## config.mk

```make
export PLATFORM = sky130hd
export DESIGN_NAME = tspm_chan_mem
export DESIGN_NICKNAME = d
export VERILOG_FILES = /design/src/design/tspm_pkg.sv /design/src/design/tspm_chan_mem.sv
export SDC_FILE = /design/constraint.sdc
export NUM_CORES = 1
export LEC_CHECK = 0
export BUFFER_PORTS_ARGS = -buffer_cell sky130_fd_sc_hd__buf_2
export CORE_MARGIN = 4
export CORE_UTILIZATION = 45
export DETAILED_ROUTE_END_ITERATION = 6
export GPL_ROUTABILITY_DRIVEN = 0
export PLACE_DENSITY = 0.73
export SETUP_SLACK_MARGIN = 0.3
export SLEW_MARGIN = 20
export SYNTH_ARGS = -nofsm -noshare
export SYNTH_HDL_FRONTEND = slang
export SYNTH_SLANG_ARGS = --single-unit
```

## constraint.sdc

```tcl
create_clock -name aclk -period 11.8 [get_ports aclk]
set_input_delay 2.36 -clock aclk [delete_from_list [all_inputs] [get_ports aclk]]
set_output_delay 2.36 -clock aclk [all_outputs]
set_load 0.02 [all_outputs]
```

## src/design/tspm_pkg.sv

```systemverilog
// Shared constants, types and the trigger-port decode for the sample playback mixer.
// Depends on nothing; every other design file except tspm_ram imports this package.
package tspm_pkg;

    localparam int CHANNELS     = 9;
    localparam int SAMPLE_DEPTH = 4096;

    // Fixed field widths of the input and result channels.
    localparam int OP_W         = 3;
    localparam int PORT_W       = 8;
    localparam int CHAN_FIELD_W = 4;
    localparam int ADDR_FIELD_W = 12;
    localparam int BYTE_W       = 8;
    localparam int LEN_FIELD_W  = 13;
    localparam int MIX_W        = 15;

    localparam int CIDX_W      = (CHANNELS > 1) ? $clog2(CHANNELS) : 1;
    localparam int POS_W       = $clog2(SAMPLE_DEPTH + 1);
    localparam int STORE_DEPTH = CHANNELS * SAMPLE_DEPTH;
    localparam int STORE_AW    = $clog2(STORE_DEPTH);

    localparam int SAMPLE_GAIN = 64;
    localparam int GAIN_SHIFT  = $clog2(SAMPLE_GAIN);
    localparam int MIX_MAX     = 32767;
    localparam int SUM_W       = $clog2(CHANNELS * ((1 << BYTE_W) - 1) * SAMPLE_GAIN + 1);

    // Channel driven by each bit of the two trigger ports; NO_CHANNEL bits are ignored.
    localparam logic [7:0] NO_CHANNEL = 8'd255;
    localparam logic [7:0] PORT0_MAP [PORT_W] = '{
        8'd8, 8'd0, NO_CHANNEL, 8'd2, NO_CHANNEL, NO_CHANNEL, NO_CHANNEL, NO_CHANNEL
    };
    localparam logic [7:0] PORT1_MAP [PORT_W] = '{
        8'd3, 8'd4, 8'd5, 8'd6, 8'd1, NO_CHANNEL, NO_CHANNEL, NO_CHANNEL
    };

    typedef enum logic [OP_W-1:0] {
        OP_PORT0  = 3'd0,
        OP_PORT1  = 3'd1,
        OP_TICK   = 3'd2,
        OP_LOAD   = 3'd3,
        OP_SETLEN = 3'd4
    } op_t;

    typedef enum logic [1:0] {
        ST_IDLE,
        ST_SWEEP,
        ST_DRAIN,
        ST_RESULT
    } seq_state_t;

    typedef struct packed {
        logic [POS_W-1:0] len;
        logic [POS_W-1:0] pos;
    } chan_ent_t;

    typedef struct packed {
        logic              en;
        logic [CIDX_W-1:0] addr;
        chan_ent_t         data;
    } chan_wr_t;

    typedef struct packed {
        logic             valid;
        logic [MIX_W-1:0] sample;
        logic             clipped;
    } mix_result_t;

    typedef struct packed {
        logic [CHANNELS-1:0] set;
        logic [CHANNELS-1:0] clr;
    } port_mask_t;

    // Decodes one trigger port byte into per-channel start and stop masks.
    function automatic port_mask_t port_masks(input logic use_port1,
                                              input logic [PORT_W-1:0] value);
        port_mask_t m;
        logic [7:0] tgt;
        m = '0;
        for (int c = 0; c < CHANNELS; c++) begin
            for (int b = 0; b < PORT_W; b++) begin
                tgt = use_port1 ? PORT1_MAP[b] : PORT0_MAP[b];
                if (tgt == 8'(c)) begin
                    if (value[b]) begin
                        m.set[c] = 1'b1;
                    end else begin
                        m.clr[c] = 1'b1;
                    end
                end
            end
        end
        return m;
    endfunction

endpackage

```

## src/design/tspm_chan_mem.sv

```systemverilog
// Per-channel state memory (length and play position) with a registered read port.
// Entries never written read as zero through a valid bit per entry. Uses tspm_pkg.
module tspm_chan_mem (
    input  logic                       aclk,
    input  logic                       aresetn,
    input  logic                       rd_en,
    input  logic [tspm_pkg::CIDX_W-1:0] rd_addr,
    output tspm_pkg::chan_ent_t        rd_data,
    input  tspm_pkg::chan_wr_t         wr
);
    import tspm_pkg::*;

    chan_ent_t           ent_mem [CHANNELS];
    logic [CHANNELS-1:0] vld_reg;
    chan_ent_t           rd_data_reg;
    logic                rd_vld_reg;

    always_ff @(posedge aclk) begin
        if (!aresetn) begin
            vld_reg <= '0;
        end else if (wr.en) begin
            vld_reg[wr.addr] <= 1'b1;
        end
    end

    always_ff @(posedge aclk) begin
        if (wr.en) begin
            ent_mem[wr.addr] <= wr.data;
        end
    end

    always_ff @(posedge aclk) begin
        if (rd_en) begin
            rd_data_reg <= ent_mem[rd_addr];
            rd_vld_reg  <= vld_reg[rd_addr];
        end
    end

    assign rd_data = rd_vld_reg ? rd_data_reg : '0;

endmodule

```

==> key figures <==
Critical path
  • Crit path kind: reg2out
  • Crit path max-delay family: flip-flops
  • Worst EP arrival: 1.89 ns
  • Crit path max fanout: 26
  • Worst r2r dst: rd_data_reg[16]
  • Critical Path RT: 9.44 ns
  • CP max stage delay: 0.91 ns
  • Crit end category: primary output
  • CP bufs+invs: 1
  • Slowest cell on the critical path: edfxtp_1
  • Worst r2r path cells: 3
  • Crit start category: flip-flop
  • R2R Path Start: ent_mem[6][16]
  • R2r setup slk: approximately 10 ns
  • Crit-path cells: and2_1 > buf_2

Drt
  • DR DRC count: 0
  • 1st-iter DRT viols: roughly 470
  • Vias: 4806
  • Vias/cell: 5.770
  • Routed len/inst: 23.66 um
  • Remaining antenna violation count: 0
  • WL final: 19.71 mm
  • TritonRoute pass-1 iters: 7

Synth
  • Fraction of synthesis flops using an asynchronous set or reset pin: 0%
  • Avg Cell Area, Syn: ~22 um^2
  • Yosys warning total: 0
  • Ys flop type: edfxtp_1
  • Post-synthesis sequential area ratio: 79.68%
  • Netlist cell types: 27
  • EDFF count, synth: about 260
  • Cell Area, Synth: 0.01006 mm^2
  • Mapped Nets: 494
  • Cell count after synthesis: 456
  • Yosys reg bits: 270

Clock tree
  • TritonCTS Buffers: 27
  • Longest Clk Path Bufs: 3
  • CTS Hold Buffers Added: 0
  • Post-cts sizing count: 0
  • Clock transition at the registers of the reported paths: 0.06 ns
  • Clk root buf: clkbuf_16
  • Post-CTS Setup Inserts: 0
  • Clock Sinks: 270
  • Worst-Skew Late Latency: 0.52 ns
  • CTS tree: yes
  • CTS H-tree lvls: 1

Floorplanning
  • Row count: 54
  • Die width: 157.5 um
  • Starting Density: 45.96%
  • Die ar.: between 0.02 and 0.025 mm^2
  • Die H: 157.5 um
  • I/O pin count: 64
  • Core area: 0.02189 mm^2

Min path
  • Min-Delay Endpoint: vld_reg[4]
  • Worst min path class: reg2reg
  • Min-delay src: vld_reg[4]
  • Min-Delay Path Depth: 1

Global routing
  • Largest net degree at the start of global routing: 57
  • Vias in the first global route: 5176
  • Initial antenna violation count: 1
  • Total track usage: roughly 16%
  • First-pass GRT wire length: around 30 mm
  • Total grt overflow: 0

Final layout
  • Nets@finish: about 570
  • Max reg flops: around 230
  • Commonest non-fill, non-tap cell in the layout: edfxtp_1
  • Commonest cells after routing, fill and taps aside: edfxtp_1, buf_2, mux4_2, inv_1, clkbuf_16
  • Diode count: 0
  • Design area: 0.01154 mm^2
  • Area grow syn2layout: 14.67%
  • Post-layout util: 52.71%
  • Non-filler cells, final: roughly 830
  • Share of post-route cells with drive strength above 1: a little under a third

Timing
  • Final setup violating endpoints: 0
  • Fmax achieved: 235.3 MHz
  • Max-slew headroom: 37.64%
  • Slew at the pin closest to its max-slew limit: 0.9333 ns
  • Final-report max-slew violation count: 0
  • Tmin final: 4.250 ns
  • Layout Skew: 0.005564 ns
  • RSZ-0062 raised after global routing: no
  • TNS Setup: 0 ns
  • Final period util: between 30% and 40%
  • Final Hold Fails: 0

Pwr
  • Power Dens Cells: 168.7 mW/mm^2
  • LEAKAGE: 3.882 nW
  • Maximum ir drop on the vdd rail: 101.8 uV
  • Total power: 0.001946 W

Flow run
  • Max-cap violations: 0

Status
  • Status: finished clean

Placed design
  • I/O Buffers: 63
  • HPWL after DPL: about 10 mm
  • Placement Cell Area: ~0.011 mm^2
  • Number of instances in the placed design: just under 800
-- cells by family after synthesis --
logic type | Yosys count | synth area share (%)
flip-flops | 270 | 79.68
multiplexers | 55 | 12.06
buffers and inverters | 50 | 2.226
AND/OR/NAND/NOR | 43 | 2.537
AO/OA/AOI/OAI | 38 | 3.494
-- worst max-delay path by stage --
stage                           from         endpoint  cells after the start  slack [ns]
after floorplan               wr[29]    ent_mem[1][0]                      1        6.25
after global placement    rd_addr[0]  rd_data_reg[13]                      4        7.22
after detailed placement  rd_addr[0]  rd_data_reg[13]                      4        7.15
after CTS                 rd_vld_reg       rd_data[1]                      2        7.41
after global routing      rd_vld_reg       rd_data[1]                      2        7.38
final                     rd_vld_reg       rd_data[0]                      2        7.55
-- cell usage after synthesis (2+ instances only) --
cell type	number	area [um^2]
buf_4	2	15.01
a222oi_1	26	260.3
mux4_2	53	1194
buf_6	2	22.52
buf_2	2	10.01
clkbuf_1	14	52.55
and2_1	26	162.7
nor2_1	4	15.01
buf_1	2	7.510
dfxtp_1	9	180.2
mux2i_1	2	20.02
o21a_1	9	67.56
edfxtp_1	261	7838
nor3_1	4	20.02
inv_1	27	101.4
nand2b_1	2	12.51
-- through the flow --
| stage | worst slack [ns] | hold WS (ns) |
|---|---|---|
| 4_1_cts | 7.412 | 0.4672 |
| 2_1_floorplan | 6.249 | 0.4354 |
| 6_report | 7.550 | 0.4666 |
| 3_5_place_dp | 7.153 | 0.4530 |
| 3_3_place_gp | 7.225 | 0.4423 |
| 5_1_grt | 7.385 | 0.4950 |
-- routing by layer --
layer  track usage [%]  part of all wire, %
met1             21.64                   39
met2             27.66                   51
met3             2.887                  8.1
met4             3.154                  1.3
met5                 0                0.061
-- final cells by class --
class / instances / area [um^2]
fillers: 1714 / 10350
flip-flops and latches: 270 / 8018
well taps: 280 / 350.3
inverters: 27 / 101.3
repair buffers: 73 / 396.6
multi-input cells: 136 / 1874
clock inverters: 18 / 115.1
clock buffers: 29 / 683.2
-- report_power, final --
| group | switching (W) | internal [W] | leakage [nW] |
|---|---|---|---|
| clock network | 0.000331 | 0.000438 | 0.394 |
| logic | 0.0000557 | 0.0000378 | 1.03 |
| registers | 0.00000700 | 0.00108 | 2.46 |
No activity file was read; power rests on OpenSTA's default activity.
