[src/design/tspm_pkg.sv]
// Shared constants, types and the trigger-port decode for the sample playback mixer.
// Depends on nothing; every other design file except tspm_ram imports this package.
package tspm_pkg;

    localparam int CHANNELS     = 9;
    localparam int SAMPLE_DEPTH = 4096;

    // Fixed field widths of the input and result channels.
    localparam int OP_W         = 3;
    localparam int PORT_W       = 8;
    localparam int CHAN_FIELD_W = 4;
    localparam int ADDR_FIELD_W = 12;
    localparam int BYTE_W       = 8;
    localparam int LEN_FIELD_W  = 13;
    localparam int MIX_W        = 15;

    localparam int CIDX_W      = (CHANNELS > 1) ? $clog2(CHANNELS) : 1;
    localparam int POS_W       = $clog2(SAMPLE_DEPTH + 1);
    localparam int STORE_DEPTH = CHANNELS * SAMPLE_DEPTH;
    localparam int STORE_AW    = $clog2(STORE_DEPTH);

    localparam int SAMPLE_GAIN = 64;
    localparam int GAIN_SHIFT  = $clog2(SAMPLE_GAIN);
    localparam int MIX_MAX     = 32767;
    localparam int SUM_W       = $clog2(CHANNELS * ((1 << BYTE_W) - 1) * SAMPLE_GAIN + 1);

    // Channel driven by each bit of the two trigger ports; NO_CHANNEL bits are ignored.
    localparam logic [7:0] NO_CHANNEL = 8'd255;
    localparam logic [7:0] PORT0_MAP [PORT_W] = '{
        8'd8, 8'd0, NO_CHANNEL, 8'd2, NO_CHANNEL, NO_CHANNEL, NO_CHANNEL, NO_CHANNEL
    };
    localparam logic [7:0] PORT1_MAP [PORT_W] = '{
        8'd3, 8'd4, 8'd5, 8'd6, 8'd1, NO_CHANNEL, NO_CHANNEL, NO_CHANNEL
    };

    typedef enum logic [OP_W-1:0] {
        OP_PORT0  = 3'd0,
        OP_PORT1  = 3'd1,
        OP_TICK   = 3'd2,
        OP_LOAD   = 3'd3,
        OP_SETLEN = 3'd4
    } op_t;

    typedef enum logic [1:0] {
        ST_IDLE,
        ST_SWEEP,
        ST_DRAIN,
        ST_RESULT
    } seq_state_t;

    typedef struct packed {
        logic [POS_W-1:0] len;
        logic [POS_W-1:0] pos;
    } chan_ent_t;

    typedef struct packed {
        logic              en;
        logic [CIDX_W-1:0] addr;
        chan_ent_t         data;
    } chan_wr_t;

    typedef struct packed {
        logic             valid;
        logic [MIX_W-1:0] sample;
        logic             clipped;
    } mix_result_t;

    typedef struct packed {
        logic [CHANNELS-1:0] set;
        logic [CHANNELS-1:0] clr;
    } port_mask_t;

    // Decodes one trigger port byte into per-channel start and stop masks.
    function automatic port_mask_t port_masks(input logic use_port1,
                                              input logic [PORT_W-1:0] value);
        port_mask_t m;
        logic [7:0] tgt;
        m = '0;
        for (int c = 0; c < CHANNELS; c++) begin
            for (int b = 0; b < PORT_W; b++) begin
                tgt = use_port1 ? PORT1_MAP[b] : PORT0_MAP[b];
                if (tgt == 8'(c)) begin
                    if (value[b]) begin
                        m.set[c] = 1'b1;
                    end else begin
                        m.clr[c] = 1'b1;
                    end
                end
            end
        end
        return m;
    endfunction

endpackage

[src/design/tspm_seq.sv]
// Operation sequencer and mixer: walks the channel state memory one channel per cycle,
// fetches active samples from the sample RAM and accumulates the mix. Uses tspm_pkg.
module tspm_seq (
    input  logic                             aclk,
    input  logic                             aresetn,
    input  logic                             s_valid,
    output logic                             s_ready,
    input  logic [tspm_pkg::OP_W-1:0]         s_opcode,
    input  logic [tspm_pkg::PORT_W-1:0]       s_port_value,
    input  logic [tspm_pkg::CHAN_FIELD_W-1:0] s_channel,
    input  logic [tspm_pkg::ADDR_FIELD_W-1:0] s_address,
    input  logic [tspm_pkg::BYTE_W-1:0]       s_data_byte,
    input  logic [tspm_pkg::LEN_FIELD_W-1:0]  s_length,
    input  logic                             out_free,
    output tspm_pkg::mix_result_t            result,
    output logic                             chan_rd_en,
    output logic [tspm_pkg::CIDX_W-1:0]       chan_rd_addr,
    input  tspm_pkg::chan_ent_t              chan_rd_data,
    output tspm_pkg::chan_wr_t               chan_wr,
    output logic                             smp_we,
    output logic [tspm_pkg::STORE_AW-1:0]     smp_waddr,
    output logic [tspm_pkg::BYTE_W-1:0]       smp_wdata,
    output logic                             smp_re,
    output logic [tspm_pkg::STORE_AW-1:0]     smp_raddr,
    input  logic [tspm_pkg::BYTE_W-1:0]       smp_rdata
);
    import tspm_pkg::*;

    seq_state_t          state_reg, state_next;
    logic [CIDX_W-1:0]   cnt_reg, cnt_next;
    logic                tick_reg, tick_next;
    logic [CHANNELS-1:0] clr_reg, clr_next;
    logic [CHANNELS-1:0] flags_reg, flags_next;
    logic                s1_vld_reg, s1_vld_next;
    logic [CIDX_W-1:0]   s1_ch_reg, s1_ch_next;
    logic                s2_vld_reg, s2_vld_next;
    logic [SUM_W-1:0]    sum_reg, sum_next;

    op_t        op;
    logic       in_xfer;
    logic       ch_ok;
    logic       addr_ok;
    logic       is_port;
    logic       active;
    logic       clip;
    port_mask_t masks;
    chan_ent_t  ent;
    logic [POS_W-1:0] len_sat;

    assign op      = op_t'(s_opcode);
    assign in_xfer = s_valid && s_ready;
    assign ch_ok   = int'(s_channel) < CHANNELS;
    assign addr_ok = int'(s_address) < SAMPLE_DEPTH;
    assign is_port = (op == OP_PORT0) || (op == OP_PORT1);
    assign masks   = port_masks(op == OP_PORT1, s_port_value);
    assign ent     = chan_rd_data;
    assign len_sat = (int'(s_length) > SAMPLE_DEPTH) ? POS_W'(SAMPLE_DEPTH)
                                                      : POS_W'(s_length);

    // A channel plays only while it is triggered and has samples left.
    assign active = s1_vld_reg && tick_reg && flags_reg[s1_ch_reg] && (ent.pos < ent.len);

    // Next state.
    always_comb begin
        state_next = state_reg;
        case (state_reg)
            ST_IDLE: begin
                if (in_xfer && (is_port || op == OP_TICK)) begin
                    state_next = ST_SWEEP;
                end
            end
            ST_SWEEP: begin
                if (cnt_reg == CIDX_W'(CHANNELS - 1)) begin
                    state_next = ST_DRAIN;
                end
            end
            ST_DRAIN: begin
                if (!s1_vld_reg && !s2_vld_reg) begin
                    state_next = tick_reg ? ST_RESULT : ST_IDLE;
                end
            end
            ST_RESULT: begin
                if (out_free) begin
                    state_next = ST_IDLE;
                end
            end
            default: state_next = ST_IDLE;
        endcase
    end

    assign clip = sum_reg > SUM_W'(MIX_MAX);

    // State machine outputs.
    always_comb begin
        s_ready        = 1'b0;
        chan_rd_en     = 1'b0;
        result.valid   = 1'b0;
        result.sample  = clip ? MIX_W'(MIX_MAX) : sum_reg[MIX_W-1:0];
        result.clipped = clip;
        case (state_reg)
            ST_IDLE:   s_ready      = 1'b1;
            ST_SWEEP:  chan_rd_en   = 1'b1;
            ST_DRAIN:  s_ready      = 1'b0;
            ST_RESULT: result.valid = 1'b1;
            default:   s_ready      = 1'b0;
        endcase
    end

    assign chan_rd_addr = cnt_reg;

    // Sample RAM ports: loads write at acceptance, the sweep reads active channels.
    assign smp_we    = in_xfer && (op == OP_LOAD) && ch_ok && addr_ok;
    assign smp_waddr = STORE_AW'(s_channel) * STORE_AW'(SAMPLE_DEPTH) + STORE_AW'(s_address);
    assign smp_wdata = s_data_byte;
    assign smp_re    = active;
    assign smp_raddr = STORE_AW'(s1_ch_reg) * STORE_AW'(SAMPLE_DEPTH) + STORE_AW'(ent.pos);

    always_comb begin
        cnt_next    = cnt_reg;
        tick_next   = tick_reg;
        clr_next    = clr_reg;
        flags_next  = flags_reg;
        sum_next    = sum_reg;
        s1_vld_next = (state_reg == ST_SWEEP);
        s1_ch_next  = cnt_reg;
        s2_vld_next = active;
        chan_wr     = '0;

        if (in_xfer) begin
            tick_next = (op == OP_TICK);
            cnt_next  = '0;
            sum_next  = '0;
            clr_next  = '0;
            if (is_port) begin
                flags_next = (flags_reg | masks.set) & ~masks.clr;
                clr_next   = masks.clr;
            end
        end

        if (state_reg == ST_SWEEP) begin
            cnt_next = cnt_reg + CIDX_W'(1);
        end

        if (s2_vld_reg) begin
            sum_next = sum_reg + (SUM_W'(smp_rdata) << GAIN_SHIFT);
        end

        // Only one writer at a time: set length is taken in idle, the rest during the sweep and drain.
        if (in_xfer && (op == OP_SETLEN) && ch_ok) begin
            chan_wr.en       = 1'b1;
            chan_wr.addr     = CIDX_W'(s_channel);
            chan_wr.data.len = len_sat;
            chan_wr.data.pos = len_sat;
        end else if (active) begin
            chan_wr.en       = 1'b1;
            chan_wr.addr     = s1_ch_reg;
            chan_wr.data.len = ent.len;
            chan_wr.data.pos = ent.pos + POS_W'(1);
        end else if (s1_vld_reg && !tick_reg && clr_reg[s1_ch_reg]) begin
            chan_wr.en       = 1'b1;
            chan_wr.addr     = s1_ch_reg;
            chan_wr.data.len = ent.len;
            chan_wr.data.pos = '0;
        end
    end

    always_ff @(posedge aclk) begin
        if (!aresetn) begin
            state_reg  <= ST_IDLE;
            flags_reg  <= '0;
            s1_vld_reg <= 1'b0;
            s2_vld_reg <= 1'b0;
            tick_reg   <= 1'b0;
            cnt_reg    <= '0;
        end else begin
            state_reg  <= state_next;
            flags_reg  <= flags_next;
            s1_vld_reg <= s1_vld_next;
            s2_vld_reg <= s2_vld_next;
            tick_reg   <= tick_next;
            cnt_reg    <= cnt_next;
        end
    end

    always_ff @(posedge aclk) begin
        clr_reg   <= clr_next;
        s1_ch_reg <= s1_ch_next;
        sum_reg   <= sum_next;
    end

    // A sample accumulation is always preceded, in the cycle before, by valid channel state read data.
    assert property (@(posedge aclk) disable iff (!aresetn)
        s2_vld_reg |-> $past(s1_vld_reg))
        else $error("sample accumulate without a preceding channel read");

    // The write-back never hits the entry being read in the same cycle.
    assert property (@(posedge aclk) disable iff (!aresetn)
        (state_reg == ST_SWEEP && chan_wr.en) |-> (chan_wr.addr != cnt_reg))
        else $error("channel write-back collides with channel read");

    // The result is only offered once the sweep pipeline has drained.
    assert property (@(posedge aclk) disable iff (!aresetn)
        (state_reg == ST_RESULT) |-> (!s1_vld_reg && !s2_vld_reg))
        else $error("result offered with the sweep still in flight");

    // A channel's position never runs past its length.
    assert property (@(posedge aclk) disable iff (!aresetn)
        s1_vld_reg |-> (ent.pos <= ent.len))
        else $error("channel position beyond its length");

endmodule

[config.mk]
export PLATFORM = sky130hd
export DESIGN_NAME = tspm_seq
export DESIGN_NICKNAME = d
export VERILOG_FILES = /design/src/design/tspm_pkg.sv /design/src/design/tspm_seq.sv
export SDC_FILE = /design/constraint.sdc
export NUM_CORES = 1
export LEC_CHECK = 0
export BUFFER_PORTS_ARGS = -buffer_cell sky130_fd_sc_hd__buf_2
export CAP_MARGIN = 15
export CORE_MARGIN = 5
export CORE_UTILIZATION = 30
export DETAILED_ROUTE_END_ITERATION = 7
export SLEW_MARGIN = 25
export SYNTH_ARGS = -nofsm -noshare
export SYNTH_HDL_FRONTEND = slang
export SYNTH_SLANG_ARGS = --single-unit
[constraint.sdc]
create_clock -name aclk -period 4.3 [get_ports aclk]
set_input_delay 0.215 -clock aclk [delete_from_list [all_inputs] [get_ports aclk]]
set_output_delay 0.215 -clock aclk [all_outputs]
set_load 0.01 [all_outputs]
==> results.cfg <==
[status]
status = completed

[pwr]
power_density_mw_per_mm2 = 319
pwr-share-seq_pct = 36.9
leakage_uw = 0.00195
p_sw_share_pct = 31.1
pwr-share-clk_pct = 35.3
ir_drop_mv = 0.171
total_power_uw = 1340
p_int_uw = 925
combPwrFrac_pct = 27.8
switchingPower_uw = 418

[sta]
worstMarginPinSlew_ns = 0.839
max_freq_mhz = 320
fin_skew_ns = 0.00963
setup_viol = 0
setup_ws_ns = 1.18
post-route-period-util_pct = 72.6
timing.final.crit_period_ns = 3.12
setup_tns_ns = 0
drv_slew = 0
fin_hold_ws_ns = 0.208
finalHoldViolCount = 0
rsz0062_at_grt = no
relSlewSlack_pct = 42.6

[die]
die_w_um = 119
fp.dieArea_mm2 = 0.0140
die_y_um = 119
start_util_pct = 30.8
ioPinCount = 182
core_area_mm2 = 0.0115
std_cell_rows = 39

[logic_synthesis]
synth_enable_flop_cells = 20
ys.flop_type = dfxtp_1
syn_nets = 523
synth.area.top_cells = edfxtp_1 (17%), dfxtp_1 (12%), buf_4 (9.3%)
ys_warn_count = 0
syn_avg_cell_area_um2 = 8.60
ys_types = 63
netlist_instances = 411
synth_top_cell_area_share_pct = 17.0
async_flop_share_pct = 0
yosysSeqAreaShare_pct = 28.9
ys_ff_latch = 41
synth_area_leader_cell = edfxtp_1
synthesis.area_mm2 = 0.00353

[global_routing]
overflow = 0
track_usage_pct = 13.7
grt_start_max_net_pins = 19
grt_pass1_vias = 3284
grt_antenna_before_repair = 0
grt_pass1_wl_mm = 16.2

[placed_design]
portBuffers = 138
place_ws_ns = 1.48
dp_hpwl_mm = 8.12
placedCellCount = 641
gp_congestion = 0.818

[clock_tree]
ctsHoldBuffers = 0
clk_latency_ns = 0.29
ctsResizeCount = 0
clockRootBuffer = clkbuf_16
cts_tree = done
cts.path.max_buffers = 2
cts_buffers = 5
cts_setup_buffers = 0
cts.sinks = 41
path_clk_slew_ns = 0.07
htree_levels = 2

[cells_and_area]
nFillCells = 1199
fin_nets = 617
fin_cells = 649
n_antenna_cell = 0
final_common_cell = buf_2
drive_gt1_share_pct = 34.0
syn_to_final_growth_pct = 19.2
mostFrequentLayoutCells = buf_2 (138), nand2_1 (43), nor2_1 (30)

[setup_path]
slowest_stage = dfxtp_1
critPathMaxStageDelay_ns = 0.58
worst_setup_path_end_kind = primary output
critical_path_class = reg2out
critical_path.reg2reg.endpoint = sum_reg[16]
worstPathRequired_ns = 4.09
path_cells = mux4_2 -> a221o_1 -> o31a_2 -> a21oi_4 -> o31ai_1 -> buf_2
r2r_slack_ns = 1.59
start_kind = flop
r2r_cells = 7
cp_top_family = compound AO/OA/AOI/OAI gates
arrival_ns = 2.91
timing.rr.start = sum_reg[6]
crit_fanout = 18
cp_num_buf_inv = 1
cp-startpoint = s1_ch_reg[0]

[routing]
via_per_inst = 5.01
firstDrtPassIters = 4
drc = 0
vias = 3253
antenna_left = 0
wire_per_inst_um = 15.6
drt_iter0_markers = 100
drt_wl_total_mm = 10.1

[run]
maxCapViolCount = 0

[worst_hold_path]
hold_path_startpoint = s_port_value[4]
hold_path.class = in2reg
hold_depth = 3
[routing by layer]
metal | vias to the layer above | global-route usage (%) | share of wire, % | wire (µm)
met5 | - | 0 | 0 | 0
met1 | 1518 | 17.8 | 44 | 4480
li1 | 1599 | - | - | -
met2 | 117 | 22.9 | 47 | 4790
met3 | 19 | 3.20 | 6.9 | 696
met4 | 0 | 3.61 | 1.7 | 174
[Yosys cell counts (all sizes together) (4+ instances only)]
master / count
o21ai: 29
clkbuf: 7
nor2b: 10
nand2b: 12
nor2: 30
o31ai: 12
inv: 26
mux2i: 13
and2: 6
xor2: 8
dfxtp: 21
ha: 25
buf: 47
nand2: 43
and3: 4
a21oi: 15
nand3: 17
edfxtp: 20
xnor2: 8
a211oi: 6
[stage by stage]
| step | util [%] | area, µm² |
|---|---|---|
| floorplan | - | 3530 |
| global placement | 35.1 | 4020 |
| detailed placement | 35.1 | 4020 |
| CTS | 36.7 | 4210 |
| global route | 36.7 | 4210 |
| finish | 36.7 | 4210 |
[layout make-up]
| type | count | area (µm²) | area share (%) |
|---|---|---|---|
| multi-input combinational | 290 | 2010 | 47.8 |
| sequential | 41 | 1020 | 24.2 |
| timing repair buffer | 141 | 713 | 16.9 |
| tap | 143 | 179 | 4.25 |
| clock buffer | 6 | 150 | 3.57 |
| inverter | 26 | 97.6 | 2.32 |
| clock inverter | 2 | 38.8 | 0.921 |
[worst reg2reg max path: cells and delay by family (launching register included)]
family          cells  cell delay [ns]
fa+ha+maj           2             0.66
flops               1             0.39
compound gates      4             1.18
simple gates        1             0.23
[power groups by stage]
stage,Clock [µW],Combinational [µW],Sequential (µW)
after global placement,0,371,501
after global routing,500,420,502
after detailed placement,0,376,504
after CTS,484,379,496
final,475,373,495
after floorplan,0,290,487
[cell families after synthesis]
logic type               Yosys count  synth area share [%]
flip-flops                        41                  28.9
buffers and inverters             80                  14.2
adder cells (fa/ha/maj)           26                  9.42
AND/OR/NAND/NOR                  147                  21.0
multiplexers                      15                  5.06
AO/OA/AOI/OAI                     86                  17.5
XOR/XNOR                          16                  3.97
[worst max-delay path by stage]
stage	endpoint	slack, ns	cells after the start
6_report	chan_wr[17]	1.18	6
5_1_grt	chan_wr[14]	0.86	9
4_1_cts	chan_wr[14]	1.17	6
3_5_place_dp	chan_wr[14]	1.48	6
3_3_place_gp	chan_wr[14]	1.52	6
2_1_floorplan	sum_reg[16]	1.95	7
(Power assumes the default switching activity.)
